==> src/rtl/core/iira_pkg.sv <==
// ----------------------------------------------------------------------------
// iira_pkg
// Shared types and codes of the indexed insert/remove array.
// ----------------------------------------------------------------------------
package iira_pkg;

  // request kinds carried in the input tuser
  typedef enum logic [2:0] {
    REQ_WRITE      = 3'd0,
    REQ_READ       = 3'd1,
    REQ_PUSH_END   = 3'd2,
    REQ_PUSH_FRONT = 3'd3,
    REQ_POP_END    = 3'd4,
    REQ_POP_FRONT  = 3'd5,
    REQ_INSERT_AT  = 3'd6,
    REQ_REMOVE_AT  = 3'd7
  } req_e;

  typedef enum logic [1:0] {
    ST_OK    = 2'd0,
    ST_RANGE = 2'd1,
    ST_FULL  = 2'd2,
    ST_EMPTY = 2'd3
  } status_e;

  localparam int unsigned PosBits    = 6;
  localparam int unsigned ValueBits  = 32;
  localparam int unsigned CountBits  = 7;
  localparam int unsigned CapBits    = 7;
  localparam int unsigned InDataBits = 40;
  localparam int unsigned OutDataBits = 40;
  localparam logic [CapBits-1:0] CapReset = 7'd64;

  // per-cycle command broadcast along the cell chain
  typedef struct packed {
    logic load;
    logic shift_up;
    logic shift_down;
  } cell_ctl_t;

  // result of one request as seen by the output stage
  typedef struct packed {
    status_e              status;
    logic                 rd_en;
    logic [CountBits-1:0] count;
  } resp_t;

endpackage

==> src/rtl/core/iira_ctrl.sv <==
// ----------------------------------------------------------------------------
// iira_ctrl
// Request decode, range checks and live element count.
// ----------------------------------------------------------------------------
module iira_ctrl #(
  parameter int unsigned DEPTH = 64,
  parameter int unsigned CW    = 7,
  parameter int unsigned CMPW  = 7
) (
  input  logic                            clk_i,
  input  logic                            rst_ni,
  input  logic                            accept_i,
  input  iira_pkg::req_e                  req_i,
  input  logic [iira_pkg::PosBits-1:0]    pos_i,
  input  logic [iira_pkg::CapBits-1:0]    cap_cfg_i,
  output iira_pkg::cell_ctl_t             ctl_o,
  output logic [CMPW-1:0]                 lo_o,
  output logic [CMPW-1:0]                 hi_o,
  output iira_pkg::resp_t                 resp_o
);

  localparam logic [CMPW-1:0] DepthC = CMPW'(DEPTH);
  localparam logic [CMPW-1:0] One    = CMPW'(1);

  logic [CW-1:0]   count_d, count_q;
  logic [CMPW-1:0] n, cap, pos, p, n_next;
  logic [CMPW-1:0] cap_raw;
  iira_pkg::status_e   st;
  iira_pkg::cell_ctl_t ctl;
  logic            rd_en;

  // clamp the capacity register to 1..DEPTH
  always_comb begin
    cap_raw = CMPW'(cap_cfg_i);
    if (cap_raw == '0) begin
      cap = One;
    end else if (cap_raw > DepthC) begin
      cap = DepthC;
    end else begin
      cap = cap_raw;
    end
  end

  always_comb begin
    n      = CMPW'(count_q);
    pos    = CMPW'(pos_i);
    p      = pos;
    n_next = n;
    st     = iira_pkg::ST_OK;
    ctl    = '0;
    rd_en  = 1'b0;
    hi_o   = n;
    case (req_i)
      iira_pkg::REQ_WRITE: begin
        if (pos >= cap) begin
          st = iira_pkg::ST_RANGE;
        end else begin
          ctl.load = 1'b1;
          if (pos + One > n) n_next = pos + One;
        end
      end
      iira_pkg::REQ_READ: begin
        if (pos >= n) begin
          st = iira_pkg::ST_RANGE;
        end else begin
          rd_en = 1'b1;
        end
      end
      iira_pkg::REQ_PUSH_END, iira_pkg::REQ_PUSH_FRONT, iira_pkg::REQ_INSERT_AT: begin
        if (req_i == iira_pkg::REQ_PUSH_END) begin
          p = n;
        end else if (req_i == iira_pkg::REQ_PUSH_FRONT) begin
          p = '0;
        end
        if (p > n) begin
          st = iira_pkg::ST_RANGE;
        end else if (n >= cap) begin
          st = iira_pkg::ST_FULL;
        end else begin
          ctl.load     = 1'b1;
          ctl.shift_up = 1'b1;
          n_next       = n + One;
        end
      end
      default: begin
        if (req_i == iira_pkg::REQ_POP_END) begin
          p = n - One;
        end else if (req_i == iira_pkg::REQ_POP_FRONT) begin
          p = '0;
        end
        hi_o = n - One;
        if (n == '0) begin
          st = iira_pkg::ST_EMPTY;
        end else if (p >= n) begin
          st = iira_pkg::ST_RANGE;
        end else begin
          rd_en          = 1'b1;
          ctl.shift_down = 1'b1;
          n_next         = n - One;
        end
      end
    endcase
    lo_o = p;
    // cells move only on an accepted request
    ctl_o = accept_i ? ctl : '0;
    count_d = accept_i ? CW'(n_next) : count_q;
    resp_o.status = st;
    resp_o.rd_en  = rd_en;
    resp_o.count  = iira_pkg::CountBits'(n_next);
  end

  always_ff @(posedge clk_i or negedge rst_ni) begin
    if (!rst_ni) begin
      count_q <= '0;
    end else begin
      count_q <= count_d;
    end
  end

endmodule

==> config.mk <==
export PLATFORM = sky130hd
export DESIGN_NAME = iira_ctrl
export DESIGN_NICKNAME = d
export VERILOG_FILES = /design/src/rtl/core/iira_pkg.sv /design/src/rtl/core/iira_ctrl.sv
export SDC_FILE = /design/constraint.sdc
export NUM_CORES = 1
export LEC_CHECK = 0
export BUFFER_PORTS_ARGS = -buffer_cell sky130_fd_sc_hd__buf_2
export CAP_MARGIN = 20
export CORE_MARGIN = 4
export CORE_UTILIZATION = 29
export DETAILED_ROUTE_END_ITERATION = 8
export GPL_ROUTABILITY_DRIVEN = 0
export SETUP_SLACK_MARGIN = 0.3
export SLEW_MARGIN = 20
export SYNTH_ARGS = -nofsm -noshare
export SYNTH_HDL_FRONTEND = slang
export SYNTH_SLANG_ARGS = --single-unit
export TNS_END_PERCENT = 5
==> constraint.sdc <==
create_clock -name clk_i -period 5.1 [get_ports clk_i]
set_input_delay 1.02 -clock clk_i [delete_from_list [all_inputs] [get_ports clk_i]]
set_output_delay 1.02 -clock clk_i [all_outputs]
set_load 0.1 [all_outputs]
==> flow_summary.toml <==
[worst_setup_path]
worstPathRequired_ps = 4080
crit_fanout = 9
cp_cell_sequence = "buf_2 -> and3_4 -> nand3_2 -> xnor2_2 -> ha_1 -> nand4_1 -> o32a_1 -> and2_2 -> a21oi_1 -> o22ai_1 -> a211o_2 -> buf_12"
r2r-end = "count_q[2]$_DFFE_PN0P_"
reg2reg_from = "count_q[2]$_DFFE_PN0P_"
crit_buf_inv = 2
cp_slowest_stage_delay_ps = 450
cp-end-kind = "output pin"
timing.critical_path.from_type = "input pin"
ff2ff_path_depth = 12
setup.worst_path.class = "input pin to output pin"
cp.depth = 12
r2r_slack_ps = 1710
critical-path-top-delay-family = "compound AO/OA/AOI/OAI gates"
crit_path_top_delay_cell = "o32a_1"
crit_start = "pos_i[3]"
arrival_ps = 3720

[synth]
ys.flop_type = "dfrtp_1"
avgSynthCellArea_sq_um = 7.17
synth-seq-area-share = 0.0734
netlist-cell-type-count = 61
ys_ff_latch = 7
synthesis.nets = 394
synth_edf_count = 0
async_flop_share = 1.00
synthCells = 333
netlist_area_sq_mm = 0.00239
yosys_warnings = 0

[cells_and_area]
final_common_cell = "ha_1"
utilization = 0.389
largest_register_ffs = 7
top_regs = "count_q: 7 flops"
final_cell_mix = "ha_1 (42), nand2_1 (39), a21oi_1 (34), buf_2 (34), o21ai_0 (20)"
drive_gt1_frac = 0.262
layout.nets = 444
antenna_cells = 0
regMostFlops = "count_q"
syn2layout_area_growth_pct = 27.9

[power]
power_w = 0.00170
power.switching_w = 0.00111
p_per_area_mw_per_mm2 = 557
vdd_drop_max_v = 0.000438
p_seq_frac = 0.075
p_int_w = 0.000589
p_sw_frac = 0.654
power_frac_clock = 0.045
p_comb_frac = 0.880
p_leak_nw = 1.32

[cts]
clk_latency_ps = 220
clockBufferDepth = 2
cts.reportedPaths.clkPinSlew_ps = 40
ctsHtreeMaxLevel = 1
tritoncts = "done"
cts_root_buf = "clkbuf_8"
cts_made_buffers = 3
clkSinkCount = 7

[grt]
grtUsageMet3 = 0.0156
grt_use_met1 = 0.233
top_usage_layer = "met2"
grtUsageTotal = 0.169
grt_max_degree = 22
antenna_found_initial = 0
grtUsageMet2 = 0.289
grt_overflow = 0
first_global_vias = 2646
grt_first_pass_wirelength_mm = 13.6

[route]
drtIter0Drc = 188
drt_pass1_iterations = 4
routed-via-count = 2796
wl_per_cell_um = 17.4
drt-vias-per-instance = 5.78
remaining_drc_errors = 0
postRouteAntennaNets = 0
wirelength_mm = 8.44

[sta]
timing.final.crit_share = 0.928
fin_crit_ps = 4740
maxSlewHeadroom = 0.580
max_freq_mhz = 211
setup_viol = 0
rsz0062_at_grt = "true"
finalHoldViolations = 0
worst_pin_slew_ps = 629
setup_tns_ps = 0
setup_ws_ps = 365
finalClockSkew_ps = 3.11
finalMaxSlewViolations = 0

[placed_design]
dp_slack_ps = 219
io_buffers = 45
dp.final_hpwl_mm = 6.46

[floorplan]
initial_utilization = 0.304
core-area_sq_mm = 0.00785
die_h_um = 98.7
num_rows = 32
dieArea_sq_mm = 0.00975
dieWidth_um = 98.7
ios = 46

[hold_path]
hold_class = "input pin to asynchronous set/reset pin"

[job]
drv_cap = 0

[status]
status = "completed"
routing by layer:
layer	wire [um]	up-vias
met4	185	0
met1	3780	1314
met3	439	17
met2	4040	109
li1	-	1356
met5	0	-
cells in the mapped netlist (5+ instances only):
cell type	number	area, sq um
o21ai_0	21	105
inv_1	8	30.0
xnor2_1	16	140
a22oi_1	7	52.6
a221oi_1	6	52.6
dfrtp_1	7	175
and3_1	5	31.3
nor3_1	15	75.1
clkbuf_1	7	26.3
nand2_1	40	150
nor2b_1	5	31.3
a21oi_1	37	185
buf_2	7	35.0
ha_1	42	526
nand3_1	16	80.1
nor2_1	16	60.1
o31ai_1	8	60.1
layout make-up:
cell class	instances	area, sq um
repair buffers	62	505
flip-flops and latches	7	175
well taps	102	128
multi-input cells	296	2150
inverters	13	50.0
clock buffers	4	45.0
fillers	838	4790
power by group through the flow:
| stage | Combinational [W] | Clock (W) | Sequential (W) |
|---|---|---|---|
| after global placement | 0.00146 | 0 | 0.000129 |
| after detailed placement | 0.00147 | 0 | 0.000128 |
| after global routing | 0.00159 | 0.0000811 | 0.000131 |
| after CTS | 0.00148 | 0.0000776 | 0.000127 |
| after floorplan | 0.00108 | 0 | 0.000104 |
| final | 0.00150 | 0.0000759 | 0.000128 |
kinds of logic (layout without fill, tap and decap cells):
logic type | Yosys count | in the layout | synth area share
buf+inv | 30 | 79 | 0.0556
simple gates | 120 | 120 | 0.254
compound gates | 116 | 116 | 0.331
fa+ha+maj | 42 | 42 | 0.220
xor+xnor | 18 | 18 | 0.0660
flops | 7 | 7 | 0.0734
worst max path at each step:
stage / slack (ps) / to
after global routing: 230 / resp_o[2]
final: 360 / resp_o[2]
after CTS: 290 / resp_o[2]
after floorplan: 30 / resp_o[4]
after global placement: 300 / resp_o[3]
after detailed placement: 220 / resp_o[5]
metrics by stage:
| step | hold WS [ps] | area, sq um | instances |
|---|---|---|---|
| 3_3_place_gp | 672 | 2960 | 478 |
| 5_1_grt | 624 | 3050 | 484 |
| 3_5_place_dp | 662 | 2960 | 478 |
| 6_report | 617 | 3050 | 484 |
| 2_1_floorplan | 574 | 2470 | 333 |
| 4_1_cts | 619 | 3010 | 482 |
timing repair:
item                                    CTS  global route
resized for setup                         1             6
gates cloned                              0             0
buffers inserted                          0             2
endpoints found under the setup margin    5            12
pin swaps                                 0             2
hold buffers                              0             0
(Power assumes the default switching activity.)
