### src/rtl/core/iira_pkg.sv
// ----------------------------------------------------------------------------
// iira_pkg
// Shared types and codes of the indexed insert/remove array.
// ----------------------------------------------------------------------------
package iira_pkg;

  // request kinds carried in the input tuser
  typedef enum logic [2:0] {
    REQ_WRITE      = 3'd0,
    REQ_READ       = 3'd1,
    REQ_PUSH_END   = 3'd2,
    REQ_PUSH_FRONT = 3'd3,
    REQ_POP_END    = 3'd4,
    REQ_POP_FRONT  = 3'd5,
    REQ_INSERT_AT  = 3'd6,
    REQ_REMOVE_AT  = 3'd7
  } req_e;

  typedef enum logic [1:0] {
    ST_OK    = 2'd0,
    ST_RANGE = 2'd1,
    ST_FULL  = 2'd2,
    ST_EMPTY = 2'd3
  } status_e;

  localparam int unsigned PosBits    = 6;
  localparam int unsigned ValueBits  = 32;
  localparam int unsigned CountBits  = 7;
  localparam int unsigned CapBits    = 7;
  localparam int unsigned InDataBits = 40;
  localparam int unsigned OutDataBits = 40;
  localparam logic [CapBits-1:0] CapReset = 7'd64;

  // per-cycle command broadcast along the cell chain
  typedef struct packed {
    logic load;
    logic shift_up;
    logic shift_down;
  } cell_ctl_t;

  // result of one request as seen by the output stage
  typedef struct packed {
    status_e              status;
    logic                 rd_en;
    logic [CountBits-1:0] count;
  } resp_t;

endpackage

### src/rtl/core/iira_cell.sv
// ----------------------------------------------------------------------------
// iira_cell
// One element slot: holds a word, loads, or takes its neighbor's word.
// ----------------------------------------------------------------------------
module iira_cell #(
  parameter int unsigned WORD_BITS = 32,
  parameter int unsigned IDX       = 0,
  parameter int unsigned CMPW      = 7
) (
  input  logic                  clk_i,
  input  logic                  rst_ni,
  input  iira_pkg::cell_ctl_t   ctl_i,
  input  logic [CMPW-1:0]       lo_i,
  input  logic [CMPW-1:0]       hi_i,
  input  logic [WORD_BITS-1:0]  word_i,
  input  logic [WORD_BITS-1:0]  left_i,
  input  logic [WORD_BITS-1:0]  right_i,
  output logic [WORD_BITS-1:0]  word_o
);

  localparam logic [CMPW-1:0] Index = CMPW'(IDX);

  logic [WORD_BITS-1:0] word_d, word_q;

  always_comb begin
    word_d = word_q;
    if (ctl_i.load && (Index == lo_i)) begin
      word_d = word_i;
    end else if (ctl_i.shift_up && (Index > lo_i) && (Index <= hi_i)) begin
      word_d = left_i;
    end else if (ctl_i.shift_down && (Index >= lo_i) && (Index < hi_i)) begin
      word_d = right_i;
    end
  end

  always_ff @(posedge clk_i or negedge rst_ni) begin
    if (!rst_ni) begin
      word_q <= '0;
    end else begin
      word_q <= word_d;
    end
  end

  assign word_o = word_q;

endmodule

### config.mk
export PLATFORM = sky130hd
export DESIGN_NAME = iira_cell
export DESIGN_NICKNAME = d
export VERILOG_FILES = /design/src/rtl/core/iira_pkg.sv /design/src/rtl/core/iira_cell.sv
export SDC_FILE = /design/constraint.sdc
export NUM_CORES = 1
export LEC_CHECK = 0
export BUFFER_PORTS_ARGS = -buffer_cell sky130_fd_sc_hd__clkbuf_2
export CAP_MARGIN = 10
export CELL_PAD_IN_SITES_DETAIL_PLACEMENT = 1
export CELL_PAD_IN_SITES_GLOBAL_PLACEMENT = 2
export CORE_UTILIZATION = 19
export DETAILED_ROUTE_END_ITERATION = 10
export PLACE_DENSITY = 0.89
export SLEW_MARGIN = 20
export SYNTH_ARGS = -nofsm -noshare
export SYNTH_HDL_FRONTEND = slang
export SYNTH_SLANG_ARGS = --single-unit
### constraint.sdc
create_clock -name clk_i -period 1.3 [get_ports clk_i]
set_input_delay 0.26 -clock clk_i [delete_from_list [all_inputs] [get_ports clk_i]]
set_output_delay 0.26 -clock clk_i [all_outputs]
set_load 0.01 [all_outputs]
==> run metrics, run 1 <==
Comb pwr share=0.196; R2R cell count=2; crit-path leading delay family=simple AND/OR/NAND/NOR gates; global-route wire length before repair=7140 um; synthesized area=1510 sq um; asr flop ratio synth=1.00; Fmax=742 MHz; Syn. warnings=0; crit path max fanout=34; root buffer cell=clkbuf_8; vias per inst=4.01; drt first pass iters=2; final worst slack=-46.9 ps; layout net count=378; GP Congestion=0.666; pins over their slew limit=0; worst reg2reg startpoint=word_o[24]; Rel. slew slack=0.721; crit path launch=hi_i[0]; I/O Buffers=113; RSZ-0062 raised after global routing=true; leakage=1.45 nW; Die ar.=8300 sq um; number of flops mapped to enable cells by yosys=0; crit start category=primary input; Sw Pwr=634 uW; initial detailed-routing violation count=29; synthesis-stage register bit count=32; GRT Resource Usage Total=0.109; I/O pin total=147; RR Endpoint=word_o[24]; Critical path buffers and inverters=2; largest net degree at the start of global routing=35; GR Overflow Total=0; Worst Skew=0 ps; Antenna Nets Post-Route=0; ANT cells=0; Area after DPL=2270 sq um; crit path capture type=register; initial core utilization=0.196; fin util=0.308; syn_nets=259; worst-path cell chain=clkbuf_2 > or4_4 > o2111ai_4 > buf_12 > nand2_1 > o21ai_1; WS Path Type=primary input to register; Site Rows=32; # setup viols final=27; deepest clock path buffer count=2; cell area after layout=2370 sq um; layout cell share with drive strength beyond 1=0.511; Skew-Pair Late Insertion Delay=270 ps; Synth area leaders=dfrtp_1 53%, mux2i_1 21%, nand2_1 8.0%, o21ai_0 7.0%, o21ai_1 3.6%; fin crit period=1350 ps; commonest cells in the synthesized netlist=32 x dfrtp_1, 32 x mux2i_1, 32 x nand2_1; setup bufs post-CTS=0; Levels on crit path=6; Routed WL per cell=11.6 um; Seq/Total Area, Yosys=0.531; clock group share of total power=0.317; vias=1469; drt total wl=4250 um; Cell Pwr Density=1010 nW/um^2; R2R Setup Slk=660 ps; max reg flops=32; Distinct cells, synth=13; sequential share of power=0.487; outcome=complete, but fails checks; final period utilization=1.04; Power Internal=1.76 mW; area delta synth->final=56.9%; hold slack=11.4 ps; Cells after Synth=144; Sw Ratio=0.264; CP max stage cell=or4_4; CORE AREA=7690 sq um; Worst-Margin Slew=418 ps; Post-synth top flop=dfrtp_1; Worst Hold Class=primary input to asynchronous set/reset pin; die height=91.1 um; TritonCTS Buffers=5; Mapped Avg Cell Area=10.5 sq um; initial antenna violation count=0; slowest stage delay, CP=540 ps; vias in the first global route=1589; drt drc=0; CTS Sinks=32; Die Width=91.1 um; CTS H-tree lvls=2; DP HPWL=3550 um; Data required, critical path=1490 ps; violations in the final reports=negative setup slack; total power draw=2.40 mW; Critical Path AT=1540 ps; CTS tree=built; Fin. Hold Viols=0; Yosys top cell by area=dfrtp_1; Max-Cap Viols=0; crit path to=word_o[6]; post-synth top area share=0.531; Peak VDD IR=0.398 mV; clock slew at reported path FFs=60 ps
==> what timing repair did <==
action / CTS / global route
gates resized for setup: 1 / 1
setup endpoints to repair: 25 / 32
hold buffers: 0 / 0
==> per-stage QoR <==
step | cells | setup slack, ps | TNS, ps
2_1_floorplan | 144 | -212 | -6650
3_3_place_gp | 358 | -292 | -8960
3_5_place_dp | 358 | -339 | -9640
4_1_cts | 366 | -54.6 | -422
5_1_grt | 366 | -95.6 | -1990
6_report | 366 | -46.9 | -441
==> power groups by stage <==
| stage | Combinational [mW] | Sequential (mW) | Clock [mW] |
|---|---|---|---|
| final | 0.470 | 1.17 | 0.761 |
| after global placement | 0.457 | 1.18 | 0 |
| after global routing | 0.524 | 1.18 | 0.855 |
| after floorplan | 0.126 | 1.23 | 0 |
| after detailed placement | 0.484 | 1.19 | 0 |
| after CTS | 0.484 | 1.17 | 0.807 |
==> placed cells by master, fill, tap and decap left out <==
cell	netlist	final
buf_4	4	5
nand3_2	0	1
nand2_1	32	32
nor4_2	0	1
or2_2	1	1
mux2i_1	32	32
clkinv_2	0	2
o21ai_1	11	32
o2111ai_4	0	1
buf_12	0	3
or4_4	0	2
clkbuf_8	0	6
nor3_1	1	1
dfrtp_1	32	32
clkbuf_2	0	113
==> final cells by class <==
cell class              count  area, sq um
clock inverters             2         10.0
clock buffers               6         82.6
flip-flops and latches     32          801
well taps                 102          128
repair buffers            121          663
fillers                   899         5320
multi-input cells         103          683
==> worst register-to-register path: cells and delay by family (launching register included) <==
family           cells  cell delay, ps
AO/OA/AOI/OAI        1              60
flip-flops           1             400
AND/OR/NAND/NOR      1              70
==> metal layers <==
layer	vias to the layer above	global-route usage	wire length [um]
li1	737	-	-
met4	0	0.0437	47
met3	2	0.0251	227
met2	59	0.208	2300
met5	-	0	0
met1	671	0.115	1670
==> cells by family (layout without fill, tap and decap cells) <==
| group | Yosys count | after routing | share of synthesized area |
|---|---|---|---|
| AOI/OAI and AO/OA | 33 | 33 | 0.116 |
| buffers and inverters | 9 | 129 | 0.0365 |
| DFF | 32 | 32 | 0.531 |
| muxes | 32 | 32 | 0.212 |
| and+or+nand+nor | 38 | 38 | 0.104 |
==> worst min path at each step <==
| stage | from | endpoint | slack (ps) | depth (start not counted) |
|---|---|---|---|---|
| finish | rst_ni | word_o[17] | 10 | 2 |
| CTS | rst_ni | word_o[14] | 20 | 2 |
| detailed placement | rst_ni | word_o[13] | 320 | 2 |
| floorplan | rst_ni | word_o[0] | -40 | 0 |
| global route | rst_ni | word_o[17] | 30 | 2 |
| global placement | rst_ni | word_o[12] | 300 | 2 |
No activity file was read; power rests on OpenSTA's default activity.
==> inputs of run 2 (changes only) <==
==> config.mk (replaced) <==
export PLATFORM = sky130hd
export DESIGN_NAME = iira_cell
export DESIGN_NICKNAME = d
export VERILOG_FILES = /design/src/rtl/core/iira_pkg.sv /design/src/rtl/core/iira_cell.sv
export SDC_FILE = /design/constraint.sdc
export NUM_CORES = 1
export LEC_CHECK = 0
export CAP_MARGIN = 10
export CELL_PAD_IN_SITES_DETAIL_PLACEMENT = 1
export CELL_PAD_IN_SITES_GLOBAL_PLACEMENT = 2
export CORE_UTILIZATION = 33
export DETAILED_ROUTE_END_ITERATION = 10
export DONT_BUFFER_PORTS = 1
export PLACE_DENSITY = 0.87
export SLEW_MARGIN = 20
export SYNTH_ARGS = -nofsm -noshare
export SYNTH_HDL_FRONTEND = slang
export SYNTH_SLANG_ARGS = --single-unit
export TNS_END_PERCENT = 30
==> run metrics, run 2 (synthesis results as in run 1) <==
Max-Cap Viols=0 (unchanged); Fin. Hold Viols=0 (unchanged); crit path capture type=register (unchanged); crit start category=primary input (unchanged); largest net degree at the start of global routing=41 (was 35); worst hold path depth=2; Die Width=69.6 um (was 91.1 um); CTS H-tree lvls=2 (unchanged); I/O Buffers=0 (was 113); initial core utilization=0.344 (was 0.196); GR Overflow Total=0 (unchanged); outcome=completed (was complete, but fails checks); GP Congestion=0.640 (was 0.666); root buffer cell=clkbuf_8 (unchanged); global-route wire length before repair=5990 um (was 7140 um); Fmax=772 MHz (was 742 MHz); area delta synth->final=27.8% (was 56.9%); filler instances=482 (was 899); Rel. slew slack=0.878 (was 0.721); leakage=1.06 nW (was 1.45 nW); layout net count=271 (was 378); R2R Setup Slk=600 ps (was 660 ps); GRT Resource Usage Total=0.160 (was 0.109); worst reg2reg startpoint=word_o[9] (was word_o[24]); Skew-Pair Late Insertion Delay=280 ps (was 270 ps); Worst-Margin Slew=178 ps (was 418 ps); RR Endpoint=word_o[9] (was word_o[24]); Peak VDD IR=0.676 mV (was 0.398 mV); I/O pin total=147 (unchanged); ANT cells=0 (unchanged); WS Path Type=primary input to register (unchanged); vias in the first global route=1245 (was 1589); die height=69.6 um (was 91.1 um); deepest clock path buffer count=2 (unchanged); crit path max fanout=7 (was 34); vias per inst=5.56 (was 4.01); Min-Delay Endpoint=word_o[16]; max reg flops=32 (unchanged); # setup viols final=0 (was 27); Setup TNS=0 ps (was -441 ps); Routed WL per cell=20.6 um (was 11.6 um); TritonCTS Buffers=5 (unchanged); Critical Path AT=1490 ps (was 1540 ps); DR top layer=met4 (unchanged); WL met2=2350 um (was 2300 um); drt total wl=4310 um (was 4250 um); total power draw=2.37 mW (was 2.40 mW); DP HPWL=2900 um (was 3550 um); most frequent cells in the layout=32 x mux2i_1, 32 x dfrtp_1, 30 x o21ai_1 (was 113 x clkbuf_2, 32 x mux2i_1, 32 x nand2_1, 32 x o21ai_1, 32 x dfrtp_1); metal3 WL=299 um (was 227 um); Cell Pwr Density=1230 nW/um^2 (was 1010 nW/um^2); fin crit period=1300 ps (was 1350 ps); M1 wire length=1610 um (was 1670 um); layout cell share with drive strength beyond 1=0.229 (was 0.511); final period utilization=0.997 (was 1.04); slowest stage delay, CP=530 ps (was 540 ps); clock slew at reported path FFs=70 ps (was 60 ps); worst-path cell chain=or4_4 > o2111ai_4 > buf_12 > clkbuf_16 > nand2_2 > o21ai_1 (was clkbuf_2 > or4_4 > o2111ai_4 > buf_12 > nand2_1 > o21ai_1); Hold Startpoint=word_i[16]; dpl cells=193 (was 358); Antenna Nets Post-Route=0 (unchanged); initial antenna violation count=0 (unchanged); initial detailed-routing violation count=18 (was 29); CTS tree=built (unchanged); drt first pass iters=4 (was 2); RSZ-0062 raised after global routing=true (unchanged); CTS Sinks=32 (unchanged); Worst Hold Class=primary input to register (was primary input to asynchronous set/reset pin); Final Non-Filler Cells=209 (was 366); CORE AREA=4380 sq um (was 7690 sq um); Site Rows=24 (was 32); Worst Skew=0 ps (unchanged); CP max stage cell=or4_4 (unchanged); drt drc=0 (unchanged); vias=1162 (was 1469); Die ar.=4850 sq um (was 8300 sq um); R2R cell count=2 (unchanged); crit path launch=hi_i[5] (was hi_i[0]); pins over their slew limit=0 (unchanged); Data required, critical path=1500 ps (was 1490 ps)
## run 2: worst max-delay path by stage
stage                             to  slack (ps)  depth (start not counted)
after global placement    word_o[20]        -220                          5
after floorplan           word_o[22]        -210                          5
after CTS                  word_o[7]           3                          5
final                     word_o[13]           4                          6
after detailed placement   word_o[7]        -290                          5
after global routing      word_o[11]         -30                          6
## run 2: worst max-delay path, delay by kind of cell
family / cells / cell delay (ps)
compound gates: 2 / 300
simple gates: 2 / 580
buf+inv: 2 / 340
## run 2: final cells by class
class	instances	area [sq um]	area share
sequential	32	801	0.415
clock inverter	2	35.0	0.0182
timing repair buffer	14	244	0.127
tap	52	65.1	0.0337
clock buffer	6	72.6	0.0376
multi-input combinational	103	711	0.369
## run 2: report_power, final
part	switching [mW]	leakage [nW]	internal, mW	total (mW)
combinational	0.100	0.569	0.0927	0.193
clock	0.365	0.0552	0.569	0.933
sequential	0.142	0.431	1.11	1.25
## run 2: metal layers
layer  global-route usage  vias to the layer above
met1                0.165                      561
met2                0.300                       66
li1                     -                      529
met5                    0                        -
met4               0.0600                        0
met3               0.0509                        6
## run 2: repair_timing
action / 4_1_cts / 5_1_grt
setup endpoints to repair: 0 / 18
gates resized for setup: 0 / 12
hold endpoints to repair: 32 / 0
setup buffers: 0 / 1
hold buffers: 2 / 0
## run 2: per-stage QoR
stage	instance area, sq um	hold slack (ps)	util	setup WS [ps]
floorplan	1560	-35.6	-	-212
global placement	1630	-35.0	0.372	-219
detailed placement	1630	-35.0	0.372	-288
CTS	1770	157	0.404	2.75
global route	1930	159	0.440	-32.1
finish	1930	165	0.440	4.43
==> inputs of run 3 (changes only) <==
--- a/config.mk
+++ b/config.mk
@@ -12,6 +12,7 @@
 export DETAILED_ROUTE_END_ITERATION = 10
 export DONT_BUFFER_PORTS = 1
 export PLACE_DENSITY = 0.87
+export REMOVE_ABC_BUFFERS = 1
 export SLEW_MARGIN = 20
 export SYNTH_ARGS = -nofsm -noshare
 export SYNTH_HDL_FRONTEND = slang
==> run metrics, run 3 (synthesis results as in run 1) <==
drt total wl=3760 um (was 4310 um); area delta synth->final=17.5% (was 27.8%); multi-input logic area=677 sq um (was 711 sq um); Fmax=786 MHz (was 772 MHz); final period utilization=0.979 (was 0.997); die height=69.6 um (unchanged); layout net count=265 (was 271); Skew-Pair Late Insertion Delay=280 ps (about the same); Area after DPL=1590 sq um (was 1630 sq um); # setup viols final=0 (unchanged); CORE AREA=4380 sq um (unchanged); Seq. cell area=801 sq um (unchanged); Routed WL per cell=18.5 um (was 20.6 um); vias=1116 (was 1162); layout cell share with drive strength beyond 1=0.132 (was 0.229); outcome=completed (unchanged); TritonCTS Buffers=5 (unchanged); max reg flops=32 (unchanged); worst slack at placement=-463 ps (was -288 ps); CTS H-tree lvls=2 (unchanged); CTS Sinks=32 (unchanged); clock slew at reported path FFs=60 ps (was 70 ps); drt first pass iters=4 (unchanged); fin crit period=1270 ps (was 1300 ps); GRT Resource Usage Total=0.160 (about the same); Critical Path AT=1460 ps (was 1490 ps); Data required, critical path=1480 ps (was 1500 ps); Antenna Nets Post-Route=0 (unchanged); crit path max fanout=34 (was 7); most frequent cells in the layout=32 x mux2i_1, 32 x nand2_1, 32 x dfrtp_1 (was 32 x mux2i_1, 32 x dfrtp_1, 30 x o21ai_1); Worst Skew=0 ps (unchanged); filler instances=498 (was 482); GP Congestion=0.708 (was 0.640); Max-Cap Viols=0 (unchanged); pins over their slew limit=0 (unchanged); R2R cell count=2 (unchanged); Die ar.=4850 sq um (unchanged); initial core utilization=0.344 (unchanged); vias per inst=5.50 (was 5.56); initial antenna violation count=0 (unchanged); GR Overflow Total=0 (unchanged); deepest clock path buffer count=2 (unchanged); Worst-Margin Slew=258 ps (was 178 ps); Cell Pwr Density=1380 nW/um^2 (was 1230 nW/um^2); Worst Hold Class=primary input to register (unchanged); CTS tree=built (unchanged); drt drc=0 (unchanged); DP HPWL=2820 um (was 2900 um); ANT cells=0 (unchanged); crit path capture type=register (unchanged); Rel. slew slack=0.826 (was 0.878); WS Path Type=primary input to register (unchanged); root buffer cell=clkbuf_8 (unchanged); crit start category=primary input (unchanged); Final Non-Filler Cells=203 (was 209); Site Rows=24 (unchanged); vias in the first global route=1292 (was 1245); Fin. Hold Viols=0 (unchanged); dpl cells=193 (unchanged); worst hold path depth=2 (unchanged); initial detailed-routing violation count=30 (was 18); largest net degree at the start of global routing=35 (was 41); cell area after layout=1770 sq um (was 1930 sq um); Peak VDD IR=0.645 mV (was 0.676 mV); leakage=0.982 nW (was 1.06 nW); RSZ-0062 raised after global routing=true (unchanged); I/O Buffers=0 (unchanged); final worst slack=27.7 ps (was 4.43 ps); Die Width=69.6 um (unchanged); I/O pin total=147 (unchanged); global-route wire length before repair=5930 um (was 5990 um)
-- run 3: area by class of cell --
type	count	area share
sequential	32	0.452
tap	52	0.0367
multi-input combinational	103	0.382
clock buffer	7	0.0543
clock inverter	1	0.0169
timing repair buffer	8	0.0586
-- run 3: worst paths after layout --
check | startpoint | endpoint | slack (ps)
max in group asynchronous | rst_ni | word_o[11] | 670
worst max-delay path | hi_i[5] | word_o[24] | 30
worst max register to register | word_o[24] | word_o[24] | 590
worst min register to register | word_o[11] | word_o[11] | 540
min in group asynchronous | rst_ni | word_o[26] | 460
worst min-delay path | word_i[31] | word_o[31] | 170
-- run 3: layer usage --
metal | vias up | track usage | part of all wire
li1 | 509 | - | -
met1 | 518 | 0.158 | 0.35
met2 | 81 | 0.287 | 0.55
met3 | 8 | 0.0610 | 0.087
met4 | 0 | 0.0889 | 0.017
met5 | - | 0 | 0
-- run 3: where the power goes --
group / switching, mW / internal, mW / total (mW)
registers: 0.134 / 1.11 / 1.24
clock network: 0.358 / 0.676 / 1.03
logic: 0.0957 / 0.0790 / 0.175
total: 0.588 / 1.86 / 2.45
-- run 3: critical path: stages --
cell and delay [ps]:
or4_4 530, o2111ai_4 280, buf_12 210, nand2_1 70
o21ai_0 90
-- run 3: timing repair --
item	in CTS	in global routing
setup buffers	0	0
endpoints found under the setup margin	17	8
endpoints found under the hold margin	32	0
hold buffers	2	0
gates resized for setup	5	2
-- run 3: metrics by stage --
step / hold slack (ps) / power, mW / util / TNS [ps]
floorplan: -35.6 / 1.35 / - / -38030
global placement: -34.8 / 1.38 / 0.363 / -8920
detailed placement: -34.8 / 1.41 / 0.363 / -10420
CTS: 159 / 2.49 / 0.404 / 0
global route: 165 / 2.58 / 0.404 / -11.3
finish: 170 / 2.45 / 0.404 / 0
